## config.mk

```make
export PLATFORM = sky130hd
export DESIGN_NAME = life_like_ca_generation_step
export DESIGN_NICKNAME = d
export VERILOG_FILES = /design/src/design/llca_pkg.sv /design/src/design/llca_window_cell.sv /design/src/design/llca_line_buffer.sv /design/src/design/llca_rsp_fifo.sv /design/src/design/life_like_ca_generation_step.sv
export VERILOG_INCLUDE_DIRS = /design/src /design/src/design
export SDC_FILE = /design/constraint.sdc
export NUM_CORES = 2
export LEC_CHECK = 0
export BUFFER_PORTS_ARGS = -buffer_cell sky130_fd_sc_hd__buf_2
export CAP_MARGIN = 20
export CELL_PAD_IN_SITES_DETAIL_PLACEMENT = 1
export CELL_PAD_IN_SITES_GLOBAL_PLACEMENT = 2
export CORE_MARGIN = 4
export CORE_UTILIZATION = 52
export DETAILED_ROUTE_END_ITERATION = 12
export HOLD_SLACK_MARGIN = 0.02
export PLACE_DENSITY = 0.86
export SYNTH_ARGS = -nofsm -noshare
export SYNTH_HDL_FRONTEND = slang
export SYNTH_HIERARCHICAL = 1
export SYNTH_SLANG_ARGS = --single-unit
export TNS_END_PERCENT = 100
```

## constraint.sdc

```tcl
create_clock -name clock -period 45.4 [get_ports clock]
set_input_delay 13.62 -clock clock [delete_from_list [all_inputs] [get_ports clock]]
set_output_delay 13.62 -clock clock [all_outputs]
set_load 0.02 [all_outputs]
```

## src/design/life_like_ca_generation_step_defines.svh

```systemverilog
// Assertion macros used by the generation step block.
// Each macro expands to one labeled concurrent assertion that is
// disabled while the synchronous reset is high.
`ifndef LIFE_LIKE_CA_GENERATION_STEP_DEFINES_SVH
`define LIFE_LIKE_CA_GENERATION_STEP_DEFINES_SVH

// The condition holds at every clock edge out of reset.
`define LLCA_ASSERT_ALWAYS(label, clk, rst, cond) \
   label: assert property (@(posedge clk) disable iff (rst) (cond)) \
      else $error("invariant violated");

// When the antecedent holds, the consequent holds at the same edge.
`define LLCA_ASSERT_IMPLIES(label, clk, rst, ante, cons) \
   label: assert property (@(posedge clk) disable iff (rst) (ante) |-> (cons)) \
      else $error("implication violated");

// When the antecedent holds, the consequent holds at the next edge.
`define LLCA_ASSERT_NEXT(label, clk, rst, ante, cons) \
   label: assert property (@(posedge clk) disable iff (rst) (ante) |=> (cons)) \
      else $error("next-cycle implication violated");

`endif

```

## src/design/llca_pkg.sv

```systemverilog
`default_nettype none

package llca_pkg;

   // Configuration register indexes.
   typedef enum logic [1:0] {
      CSR_BIRTH_MASK   = 2'd0,
      CSR_SURVIVE_MASK = 2'd1,
      CSR_ACTIVE_WIDTH = 2'd2,
      CSR_ACTIVE_HEIGHT = 2'd3
   } csr_index_type;

   localparam int CSR_DATA_W  = 11;
   localparam int MASK_W      = 9;
   localparam int SIZE_W      = 11;
   localparam int OUT_COORD_W = 10;

   localparam logic [MASK_W-1:0] BIRTH_MASK_RESET   = 9'd8;
   localparam logic [MASK_W-1:0] SURVIVE_MASK_RESET = 9'd30;
   localparam logic [SIZE_W-1:0] WIDTH_RESET        = 11'd800;
   localparam logic [SIZE_W-1:0] HEIGHT_RESET       = 11'd600;
   localparam logic [SIZE_W-1:0] MIN_SIZE           = 11'd3;

   // One window column: bit 0 is two rows up, bit 1 one row up, bit 2 the current row.
   typedef logic [2:0] col_bits_type;

   // One line buffer entry: bit 1 is two rows up, bit 0 one row up.
   typedef logic [1:0] line_entry_type;

   localparam int WINDOW_COLS = 3;

   typedef struct packed {
      logic                   next_alive;
      logic [OUT_COORD_W-1:0] out_col;
      logic [OUT_COORD_W-1:0] out_row;
      logic                   frame_last;
   } rsp_item_type;

   localparam int RSP_FIFO_DEPTH = 4;
   localparam int RSP_PTR_W      = $clog2(RSP_FIFO_DEPTH);
   localparam int RSP_LEVEL_W    = $clog2(RSP_FIFO_DEPTH + 1);

endpackage

`default_nettype wire

```

## src/design/llca_window_cell.sv

```systemverilog
`default_nettype none

// One column of the 3x3 window; takes its neighbor's column on each shift.
module llca_window_cell (
   input  wire logic                 clock,
   input  wire logic                 reset,
   input  wire logic                 shift_en,
   input  wire llca_pkg::col_bits_type col_in,
   output llca_pkg::col_bits_type      col_q
);
   import llca_pkg::*;

   col_bits_type col_ff;

   always_ff @(posedge clock) begin
      if (reset) begin
         col_ff <= '0;
      end else if (shift_en) begin
         col_ff <= col_in;
      end
   end

   assign col_q = col_ff;

endmodule

`default_nettype wire

```

## src/design/llca_line_buffer.sv

```systemverilog
`default_nettype none

// Two rows of history in one memory, one read and one write per cycle.
module llca_line_buffer #(
   parameter int DEPTH  = 1024,
   parameter int ADDR_W = 10
) (
   input  wire logic                    clock,
   input  wire logic                    rd_en,
   input  wire logic [ADDR_W-1:0]       rd_addr,
   output llca_pkg::line_entry_type     rd_data,
   input  wire logic                    wr_en,
   input  wire logic [ADDR_W-1:0]       wr_addr,
   input  wire llca_pkg::line_entry_type wr_data
);
   import llca_pkg::*;

   line_entry_type mem [DEPTH];
   line_entry_type rd_data_ff;

   always_ff @(posedge clock) begin
      if (wr_en) begin
         mem[wr_addr] <= wr_data;
      end
   end

   always_ff @(posedge clock) begin
      if (rd_en) begin
         rd_data_ff <= mem[rd_addr];
      end
   end

   assign rd_data = rd_data_ff;

endmodule

`default_nettype wire

```

## src/design/llca_rsp_fifo.sv

```systemverilog
`default_nettype none

// Small result queue that decouples the pipeline from the result channel.
module llca_rsp_fifo (
   input  wire logic                      clock,
   input  wire logic                      reset,
   input  wire logic                      push,
   input  wire llca_pkg::rsp_item_type    push_item,
   input  wire logic                      rsp_stall,
   output logic                           rsp_valid,
   output llca_pkg::rsp_item_type         rsp_item,
   output logic [llca_pkg::RSP_LEVEL_W-1:0] level_q,
   output logic [llca_pkg::RSP_LEVEL_W-1:0] level_in
);
   import llca_pkg::*;

   rsp_item_type             entry_ff [RSP_FIFO_DEPTH];
   logic [RSP_PTR_W-1:0]     wr_ptr_ff;
   logic [RSP_PTR_W-1:0]     rd_ptr_ff;
   logic [RSP_LEVEL_W-1:0]   level_ff;
   logic                     pop;

   assign rsp_valid = (level_ff != '0);
   assign rsp_item  = entry_ff[rd_ptr_ff];
   assign pop       = rsp_valid && !rsp_stall;
   assign level_q   = level_ff;

   always_comb begin
      level_in = level_ff;
      if (push && !pop) begin
         level_in = level_ff + RSP_LEVEL_W'(1);
      end else if (!push && pop) begin
         level_in = level_ff - RSP_LEVEL_W'(1);
      end
   end

   always_ff @(posedge clock) begin
      if (reset) begin
         wr_ptr_ff <= '0;
         rd_ptr_ff <= '0;
         level_ff  <= '0;
      end else begin
         level_ff <= level_in;
         if (push) begin
            wr_ptr_ff <= wr_ptr_ff + RSP_PTR_W'(1);
         end
         if (pop) begin
            rd_ptr_ff <= rd_ptr_ff + RSP_PTR_W'(1);
         end
      end
   end

   always_ff @(posedge clock) begin
      if (push) begin
         entry_ff[wr_ptr_ff] <= push_item;
      end
   end

endmodule

`default_nettype wire

```

## src/design/life_like_ca_generation_step.sv

```systemverilog
// One generation of a Life-like cellular automaton with birth and survive masks.
// Cells of the current generation enter on the req_ channel in raster order, one
// bit per transfer; req_frame_start marks the cell at column 0, row 0. For each
// cell at (col,row) with col and row both nonzero, one result transfer on the
// rsp_ channel reports the next state of the cell at (col-1,row-1); the last
// row and column of the grid are never reported, and border cells read dead.
// The csr_ channel writes the birth mask, survive mask, width and height; it is
// always ready and is meant to be written only while the block is idle.
// Throughput is one cell per clock while req_stall is low: the line buffer does
// one read and one write per cycle, and the window cells shift once per cell.
// A result passes the window stage and the rule stage into a small result queue
// that absorbs stalls on rsp_; req_stall comes from a register and rises once
// the queue plus results still in the pipeline could fill it, so nothing is lost
// while rsp_ is stalled. Reset clears the position counters, the window and the
// queue and restores the register defaults (B3/S1234, 800 by 600). Line buffer
// contents are not cleared; stale entries feed only results reported as dead.
`default_nettype none

module life_like_ca_generation_step #(
   parameter int MAX_WIDTH  = 1024,
   parameter int MAX_HEIGHT = 1024
) (
   input  wire logic                          clock,
   input  wire logic                          reset,
   input  wire logic                          req_valid,
   output logic                               req_stall,
   input  wire logic                          req_cell_alive,
   input  wire logic                          req_frame_start,
   output logic                               rsp_valid,
   input  wire logic                          rsp_stall,
   output logic                               rsp_next_alive,
   output logic [llca_pkg::OUT_COORD_W-1:0]   rsp_out_col,
   output logic [llca_pkg::OUT_COORD_W-1:0]   rsp_out_row,
   output logic                               rsp_frame_last,
   input  wire logic                          csr_valid,
   output logic                               csr_ready,
   input  wire llca_pkg::csr_index_type       csr_index,
   input  wire logic [llca_pkg::CSR_DATA_W-1:0] csr_wdata
);
   import llca_pkg::*;

`include "life_like_ca_generation_step_defines.svh"

   localparam int COL_W = $clog2(MAX_WIDTH);
   localparam int ROW_W = $clog2(MAX_HEIGHT);

   // Configuration registers.
   logic [MASK_W-1:0] birth_mask_ff;
   logic [MASK_W-1:0] survive_mask_ff;
   logic [SIZE_W-1:0] width_ff;
   logic [SIZE_W-1:0] height_ff;

   // Position counters for the next expected cell.
   logic [COL_W-1:0] col_ff;
   logic [ROW_W-1:0] row_ff;
   logic [COL_W-1:0] col_in;
   logic [ROW_W-1:0] row_in;

   // Accept stage: position of the incoming cell and its flags.
   logic             accept;
   logic [COL_W-1:0] cur_col;
   logic [ROW_W-1:0] cur_row;
   logic [COL_W-1:0] w_last;
   logic [ROW_W-1:0] h_last;
   logic             cur_emit;
   logic             cur_calc;
   logic             cur_last;

   // Window stage: line buffer data is back, the window shifts.
   logic             s1_valid_ff;
   logic             s1_emit_ff;
   logic             s1_calc_ff;
   logic             s1_last_ff;
   logic             s1_cur_ff;
   logic [COL_W-1:0] s1_col_ff;
   logic [ROW_W-1:0] s1_row_ff;
   logic             fwd_ff;
   logic             fwd_in;
   line_entry_type   fwd_data_ff;
   line_entry_type   lb_rd_data;
   line_entry_type   lb_entry;
   line_entry_type   lb_wr_data;
   col_bits_type     new_col;

   // Rule stage: the window holds the neighborhood of the reported cell.
   logic             s2_emit_ff;
   logic             s2_calc_ff;
   logic             s2_last_ff;
   logic [COL_W-1:0] s2_col_ff;
   logic [ROW_W-1:0] s2_row_ff;
   col_bits_type     col_chain [WINDOW_COLS+1];
   logic [3*WINDOW_COLS-1:0] window_bits;
   logic [7:0]       nbr_bits;
   logic [3:0]       nbr_count;
   logic [MASK_W-1:0] rule_mask;
   rsp_item_type     push_item;
   rsp_item_type     head_item;

   // Result queue and flow control.
   logic                   req_stall_ff;
   logic                   req_stall_in;
   logic [RSP_LEVEL_W-1:0] fifo_level_q;
   logic [RSP_LEVEL_W-1:0] fifo_level_in;
   logic [RSP_LEVEL_W-1:0] occupancy;
   logic [RSP_LEVEL_W-1:0] occupancy_in;

   // ---------------------------------------------------------------------------
   // Configuration port. Writes always complete in the cycle they are offered.
   // ---------------------------------------------------------------------------
   assign csr_ready = 1'b1;

   always_ff @(posedge clock) begin
      if (reset) begin
         birth_mask_ff   <= BIRTH_MASK_RESET;
         survive_mask_ff <= SURVIVE_MASK_RESET;
         width_ff        <= WIDTH_RESET;
         height_ff       <= HEIGHT_RESET;
      end else if (csr_valid && csr_ready) begin
         case (csr_index)
            CSR_BIRTH_MASK:    birth_mask_ff   <= csr_wdata[MASK_W-1:0];
            CSR_SURVIVE_MASK:  survive_mask_ff <= csr_wdata[MASK_W-1:0];
            CSR_ACTIVE_WIDTH:  width_ff        <= csr_wdata[SIZE_W-1:0];
            CSR_ACTIVE_HEIGHT: height_ff       <= csr_wdata[SIZE_W-1:0];
            default: begin
            end
         endcase
      end
   end

   // The grid size is clamped to at least three and at most MAX_WIDTH by MAX_HEIGHT.
   // Only the index of the last column and row is needed downstream.
   always_comb begin
      if (width_ff < MIN_SIZE) begin
         w_last = COL_W'(2);
      end else if (32'(width_ff) > MAX_WIDTH) begin
         w_last = COL_W'(MAX_WIDTH - 1);
      end else begin
         w_last = COL_W'(width_ff - 11'd1);
      end
      if (height_ff < MIN_SIZE) begin
         h_last = ROW_W'(2);
      end else if (32'(height_ff) > MAX_HEIGHT) begin
         h_last = ROW_W'(MAX_HEIGHT - 1);
      end else begin
         h_last = ROW_W'(height_ff - 11'd1);
      end
   end

   // ---------------------------------------------------------------------------
   // Accept stage. A frame start forces the position to the origin before the
   // cell is taken. The counter wraps when it reaches the last column, which
   // also catches a position left beyond a width that was reduced mid-frame.
   // ---------------------------------------------------------------------------
   assign req_stall = req_stall_ff;
   assign accept    = req_valid && !req_stall;

   assign cur_col  = req_frame_start ? '0 : col_ff;
   assign cur_row  = req_frame_start ? '0 : row_ff;
   assign cur_emit = (cur_col != '0) && (cur_row != '0);
   assign cur_calc = (cur_col >= COL_W'(2)) && (cur_row >= ROW_W'(2));
   assign cur_last = (cur_col == w_last) && (cur_row == h_last);

   always_comb begin
      col_in = cur_col + COL_W'(1);
      row_in = cur_row;
      if (cur_col >= w_last) begin
         col_in = '0;
         if (cur_row >= h_last) begin
            row_in = '0;
         end else begin
            row_in = cur_row + ROW_W'(1);
         end
      end
   end

   always_ff @(posedge clock) begin
      if (reset) begin
         col_ff <= '0;
         row_ff <= '0;
      end else if (accept) begin
         col_ff <= col_in;
         row_ff <= row_in;
      end
   end

   // The line buffer is read as the cell is taken; the data is registered and
   // used in the window stage, where the same entry is rewritten.
   llca_line_buffer #(
      .DEPTH  (MAX_WIDTH),
      .ADDR_W (COL_W)
   ) u_line_buffer (
      .clock   (clock),
      .rd_en   (accept),
      .rd_addr (cur_col),
      .rd_data (lb_rd_data),
      .wr_en   (s1_valid_ff),
      .wr_addr (s1_col_ff),
      .wr_data (lb_wr_data)
   );

   // If the cell in the window stage writes the entry that is being read for
   // the next cell, the memory returns stale data, so the write is forwarded.
   assign fwd_in = accept && s1_valid_ff && (cur_col == s1_col_ff);

   always_ff @(posedge clock) begin
      if (reset) begin
         s1_valid_ff <= 1'b0;
         s1_emit_ff  <= 1'b0;
         fwd_ff      <= 1'b0;
      end else begin
         s1_valid_ff <= accept;
         s1_emit_ff  <= accept && cur_emit;
         fwd_ff      <= fwd_in;
      end
   end

   always_ff @(posedge clock) begin
      if (accept) begin
         s1_calc_ff  <= cur_calc;
         s1_last_ff  <= cur_last;
         s1_cur_ff   <= req_cell_alive;
         s1_col_ff   <= cur_col;
         s1_row_ff   <= cur_row;
         fwd_data_ff <= lb_wr_data;
      end
   end

   // ---------------------------------------------------------------------------
   // Window stage. The incoming column is the row two up, the row one up and
   // the current cell. The buffer entry moves down one row and takes the cell.
   // ---------------------------------------------------------------------------
   assign lb_entry   = fwd_ff ? fwd_data_ff : lb_rd_data;
   assign new_col    = {s1_cur_ff, lb_entry[0], lb_entry[1]};
   assign lb_wr_data = {lb_entry[0], s1_cur_ff};

   // The window is a chain of column cells: the newest column enters the first
   // cell and each cell hands its column to the next one on every shift.
   assign col_chain[0] = new_col;

   for (genvar gi = 0; gi < WINDOW_COLS; gi++) begin : g_window
      llca_window_cell u_cell (
         .clock    (clock),
         .reset    (reset),
         .shift_en (s1_valid_ff),
         .col_in   (col_chain[gi]),
         .col_q    (col_chain[gi+1])
      );
   end

   always_ff @(posedge clock) begin
      if (reset) begin
         s2_emit_ff <= 1'b0;
      end else begin
         s2_emit_ff <= s1_emit_ff;
      end
   end

   always_ff @(posedge clock) begin
      if (s1_valid_ff) begin
         s2_calc_ff <= s1_calc_ff;
         s2_last_ff <= s1_last_ff;
         s2_col_ff  <= s1_col_ff;
         s2_row_ff  <= s1_row_ff;
      end
   end

   // ---------------------------------------------------------------------------
   // Rule stage. The first cell holds the newest column, the second the centre
   // column and the third the oldest. The centre is the middle bit of the
   // centre column; the other eight bits are its neighbors.
   // ---------------------------------------------------------------------------
   assign window_bits = {col_chain[1], col_chain[2], col_chain[3]};
   assign nbr_bits    = {col_chain[1], col_chain[2][2], col_chain[2][0], col_chain[3]};

   always_comb begin
      nbr_count = '0;
      for (int i = 0; i < 8; i++) begin
         nbr_count = nbr_count + {3'b000, nbr_bits[i]};
      end
   end

   assign rule_mask = col_chain[2][1] ? survive_mask_ff : birth_mask_ff;

   // A cell in the first row or column of the grid is a border cell and dies.
   always_comb begin
      push_item.next_alive = s2_calc_ff && rule_mask[nbr_count];
      push_item.out_col    = OUT_COORD_W'(s2_col_ff - COL_W'(1));
      push_item.out_row    = OUT_COORD_W'(s2_row_ff - ROW_W'(1));
      push_item.frame_last = s2_last_ff;
   end

   llca_rsp_fifo u_rsp_fifo (
      .clock     (clock),
      .reset     (reset),
      .push      (s2_emit_ff),
      .push_item (push_item),
      .rsp_stall (rsp_stall),
      .rsp_valid (rsp_valid),
      .rsp_item  (head_item),
      .level_q   (fifo_level_q),
      .level_in  (fifo_level_in)
   );

   assign rsp_next_alive = head_item.next_alive;
   assign rsp_out_col    = head_item.out_col;
   assign rsp_out_row    = head_item.out_row;
   assign rsp_frame_last = head_item.frame_last;

   // ---------------------------------------------------------------------------
   // Flow control. Every result still in the pipeline holds a queue slot. The
   // input is stalled when one more accepted cell might not find a slot.
   // ---------------------------------------------------------------------------
   assign occupancy    = fifo_level_q + RSP_LEVEL_W'(s1_emit_ff) + RSP_LEVEL_W'(s2_emit_ff);
   assign occupancy_in = fifo_level_in + RSP_LEVEL_W'(accept && cur_emit)
                       + RSP_LEVEL_W'(s1_emit_ff);
   assign req_stall_in = (occupancy_in >= RSP_LEVEL_W'(RSP_FIFO_DEPTH));

   always_ff @(posedge clock) begin
      if (reset) begin
         req_stall_ff <= 1'b0;
      end else begin
         req_stall_ff <= req_stall_in;
      end
   end

   // ---------------------------------------------------------------------------
   // Checks.
   // ---------------------------------------------------------------------------
   // Results in flight never exceed the queue, so no result is dropped.
   `LLCA_ASSERT_ALWAYS(a_credit_bound, clock, reset, occupancy <= RSP_LEVEL_W'(RSP_FIFO_DEPTH))
   // Only cells off the first row and column produce a result.
   `LLCA_ASSERT_IMPLIES(a_emit_position, clock, reset, s2_emit_ff, (s2_col_ff != '0) && (s2_row_ff != '0))
   // The window moves only when a cell passes the window stage.
   `LLCA_ASSERT_NEXT(a_window_hold, clock, reset, !s1_valid_ff, $stable(window_bits))

endmodule

`default_nettype wire
```

==> flow_metrics.py <==
metrics = {
    "clocking": {
        "cts_root_buffer": "sky130_fd_sc_hd__clkbuf_16",
        "tritoncts": "done",
        "cts_hold_repair.buffers": 0,
        "clock_path_buffers": 3,
        "htreeDepth": 4,
        "numCtsBuffers": 225,
        "cts.sink_count": 2268,
        "clkSlewWorstSetupHoldPaths_ns": 0.07,
        "number_of_gates_given_a_new_drive_strength_after_cts": 0,
        "postCtsSetupRepairBufs": 0,
        "clk-insertion-delay-late_ns": 0.87,
    },
    "logic_synthesis": {
        "synth-seq-area-share_pct": 71.6,
        "synth_largest_type_area_fraction_pct": 69.8,
        "synthesis.area_um2": 94000,
        "synth_cells": 5645,
        "ys_ff_latch": 2268,
        "synth-warning-count": 6,
        "postSynthAreaPerCell_um2": 16.7,
        "synth_async_sr_flop_share_pct": 0,
        "synth_edf_count": 2185,
        "synth_most_common_cell": "sky130_fd_sc_hd__edfxtp_1",
        "netlist-cell-type-count": 96,
        "ys_top_cells_by_count": "sky130_fd_sc_hd__edfxtp_1 (2185), sky130_fd_sc_hd__nor2_1 (1099), sky130_fd_sc_hd__mux4_2 (475), sky130_fd_sc_hd__clkbuf_1 (258), sky130_fd_sc_hd__mux2i_1 (225)",
        "yosysTopAreaCell": "sky130_fd_sc_hd__edfxtp_1",
        "synth_area_leaders": "sky130_fd_sc_hd__edfxtp_1 (70%), sky130_fd_sc_hd__mux4_2 (11%), sky130_fd_sc_hd__nor2_1 (4.4%), sky130_fd_sc_hd__mux2i_1 (2.4%), sky130_fd_sc_hd__dfxtp_1 (1.8%)",
        "synth.net_count": 5710,
        "ys.flop_type": "sky130_fd_sc_hd__edfxtp_1",
    },
    "worst_setup_path": {
        "worst_path_most_repeated_cell": "sky130_fd_sc_hd__buf_4",
        "cpMaxStageDelayCell": "sky130_fd_sc_hd__nor4_1",
        "cpPeakStageDelay_ns": 1.00,
        "timing.critical_path.buf_inv": 6,
        "path_max_fanout": 73,
        "path_class": "in2reg",
        "critical_path.cell_chain": "buf_2 > inv_2 > nand2_2 > inv_8 > buf_4 > buf_4 > buf_4 > mux4_2 > mux4_2 > a22o_1 > nor4_1 > nor3_1 > o22ai_1 > nand4_1",
        "critical_path_required_ns": 46.00,
        "crit_arrival_ns": 20.40,
        "setup.worst_path.end_class": "flip-flop",
        "critical_path.startpoint_type": "primary input",
        "critical-path-top-delay-family": "buffers and inverters",
    },
    "placed_design": {
        "gpl.final_weighted_congestion": 0.809,
        "place.port_buffers": 43,
        "number_of_cells_in_the_design_after_placement": 7753,
        "preCtsSetupSlack_ns": 24.85,
        "dp.final_hpwl_mm": 156,
    },
    "sta": {
        "slew_viol_final": 0,
        "setup_viol_count_final": 0,
        "period_share_pct": 43.6,
        "timing.final.crit_period_ns": 19.80,
        "finalHoldViolCount": 0,
        "timing.setup.tns_ns": 0,
        "worst-slew-pin-transition_ns": 1.31,
        "finalHoldWorstSlack_ns": 0.415,
        "final_critical_path_setup_slack_ns": 25.60,
        "timing.slew.headroom_pct": 12.0,
        "worst_clock_skew_ns": 0.0340,
        "rsz0062_at_grt": "false",
        "achievable-frequency_mhz": 50.5,
    },
    "drt": {
        "drt-wirelength-per-cell_um": 34.1,
        "antenna_violating_nets_post_route": 0,
        "drt_first_iter_violations": 7280,
        "dr_total_vias": 54200,
        "route.detailed.vias_per_inst": 6.62,
        "detail_route.first_pass.iterations": 6,
        "finalWirelength_mm": 279,
        "drc": 0,
    },
    "power_and_ir_drop": {
        "overall_power_uw": 4470,
        "leakage_uw": 0.0312,
        "peakVddDrop_mv": 0.0366,
        "pwr_density_cell_nw_per_um2": 42.8,
    },
    "final_layout": {
        "syn_to_final_growth_pct": 11.0,
        "finalNetCount": 5704,
        "fraction_of_final_layout_cells_with_drive_strength_greater_than_1_pct": 18.7,
        "layoutNonFillerInstCount": 8183,
    },
    "global_route": {
        "grt.overflow.total": 0,
        "grt_pass1_wl_mm": 403,
        "antenna_found_initial": 12,
        "grt_pass1_vias": 56500,
        "grt_max_degree": 278,
        "overall_track_demand_over_capacity_in_global_routing_pct": 29.8,
    },
    "floorplan": {
        "starting_density_pct": 52.5,
        "fp.dieArea_um2": 188000,
        "die_h_um": 433,
        "fp.coreArea_um2": 179000,
        "core.rowCount": 155,
        "design.portCount": 45,
        "fp.dieW_um": 433,
    },
    "status": {
        "status": "finished clean",
    },
    "flow_run": {
        "drv.max_cap_violation_count": 0,
    },
    "min_path": {
        "hold_path.class": "reg2reg",
    },
}
state kept, by name, summed over array words and instances, names as in the netlist, 2 cells and up, named ones only:
| name | cells |
|---|---|
| s1_col_ff | 10 |
| width_ff | 11 |
| s1_row_ff | 10 |
| u_rsp_fifo/rd_ptr_ff | 2 |
| u_rsp_fifo/entry_ff | 88 |
| survive_mask_ff | 9 |
| height_ff | 11 |
| birth_mask_ff | 9 |
| s2_row_ff | 10 |
| u_line_buffer/mem | 2048 |
| u_line_buffer/rd_data | 2 |
| u_rsp_fifo/wr_ptr_ff | 2 |
| fwd_data_ff | 2 |
| col_ff | 10 |
| g_window.u_cell/col_q | 9 |
| u_rsp_fifo/level_q | 3 |
| row_ff | 10 |
| s2_col_ff | 10 |
worst reg2reg max path, delay by kind of cell, from the launching register on:
family / cells / cell delay (ns)
buffers and inverters: 4 / 3.02
AOI/OAI and AO/OA: 2 / 0.52
and+or+nand+nor: 4 / 1.49
muxes: 2 / 1.16
DFF: 1 / 0.37
final timing paths:
path                           from                                 end  cells past startpoint  slack [ns]
max                 req_frame_start  u_line_buffer/rd_data[0]$_DFFE_PP_                     14       25.60
min          s1_row_ff[6]$_DFFE_PP_              s2_row_ff[6]$_DFFE_PP_                      0        0.41
max reg2reg  col_ff[0]$_SDFFE_PP0P_  u_line_buffer/rd_data[0]$_DFFE_PP_                     12       38.59
min reg2reg  s1_row_ff[6]$_DFFE_PP_              s2_row_ff[6]$_DFFE_PP_                      0        0.41
area by class of cell:
class / instances / area, um2
Sequential cell: 2268 / 67300
Clock buffer: 272 / 5890
Clock inverter: 141 / 1340
Multi-Input combinational cell: 2900 / 24800
Inverter: 45 / 181
Tap cell: 2355 / 2950
Timing Repair Buffer: 199 / 1930
Fill cell: 15900 / 74800
Antenna cell: 3 / 7.51
power breakdown:
group,switching (uW),internal [uW]
clock network,798,1050
registers,13.2,2330
logic,181,98.3
kinds of logic (layout without fill, tap and decap cells):
| kind of cell | count (synthesis) | count (layout) | share of synthesized area [%] |
|---|---|---|---|
| fa+ha+maj | 45 | 45 | 0.631 |
| other cells | 1 | 4 | 0.00399 |
| xor+xnor | 46 | 46 | 0.429 |
| simple gates | 1614 | 1614 | 7.32 |
| compound gates | 481 | 481 | 3.55 |
| buf+inv | 477 | 657 | 2.56 |
| mux | 713 | 713 | 13.9 |
| flops | 2268 | 2268 | 71.6 |
cells in the final DEF, fill, tap and decap left out, types with 59 or more instances in the layout:
cell                        synthesis  routed
sky130_fd_sc_hd__clkbuf_16          0     228
sky130_fd_sc_hd__edfxtp_1        2185    2185
sky130_fd_sc_hd__o221ai_1          83      83
sky130_fd_sc_hd__mux2i_1          225     225
sky130_fd_sc_hd__dfxtp_1           83      82
sky130_fd_sc_hd__nand2_1          193     187
sky130_fd_sc_hd__buf_4             32     123
sky130_fd_sc_hd__nor3_1            60      59
sky130_fd_sc_hd__nor2_1          1099    1095
sky130_fd_sc_hd__mux4_2           475     475
sky130_fd_sc_hd__a21oi_1          117     117
per-layer routing:
metal  vias up  GRT usage [%]  share of wire [%]
met5         -              0             0.0047
met4         2           12.9                4.8
met3       670           6.18                 10
met2      2957           47.6                 48
met1     28600           40.3                 37
li1      22000              -                  -
stage by stage:
stage / cell area, um2 / util [%]
2_1_floorplan: 94000 / -
3_3_place_gp: 96500 / 53.8
3_5_place_dp: 96700 / 54.0
4_1_cts: 104000 / 58.0
5_1_grt: 104000 / 58.2
6_report: 104000 / 58.2
(Power assumes the default switching activity.)
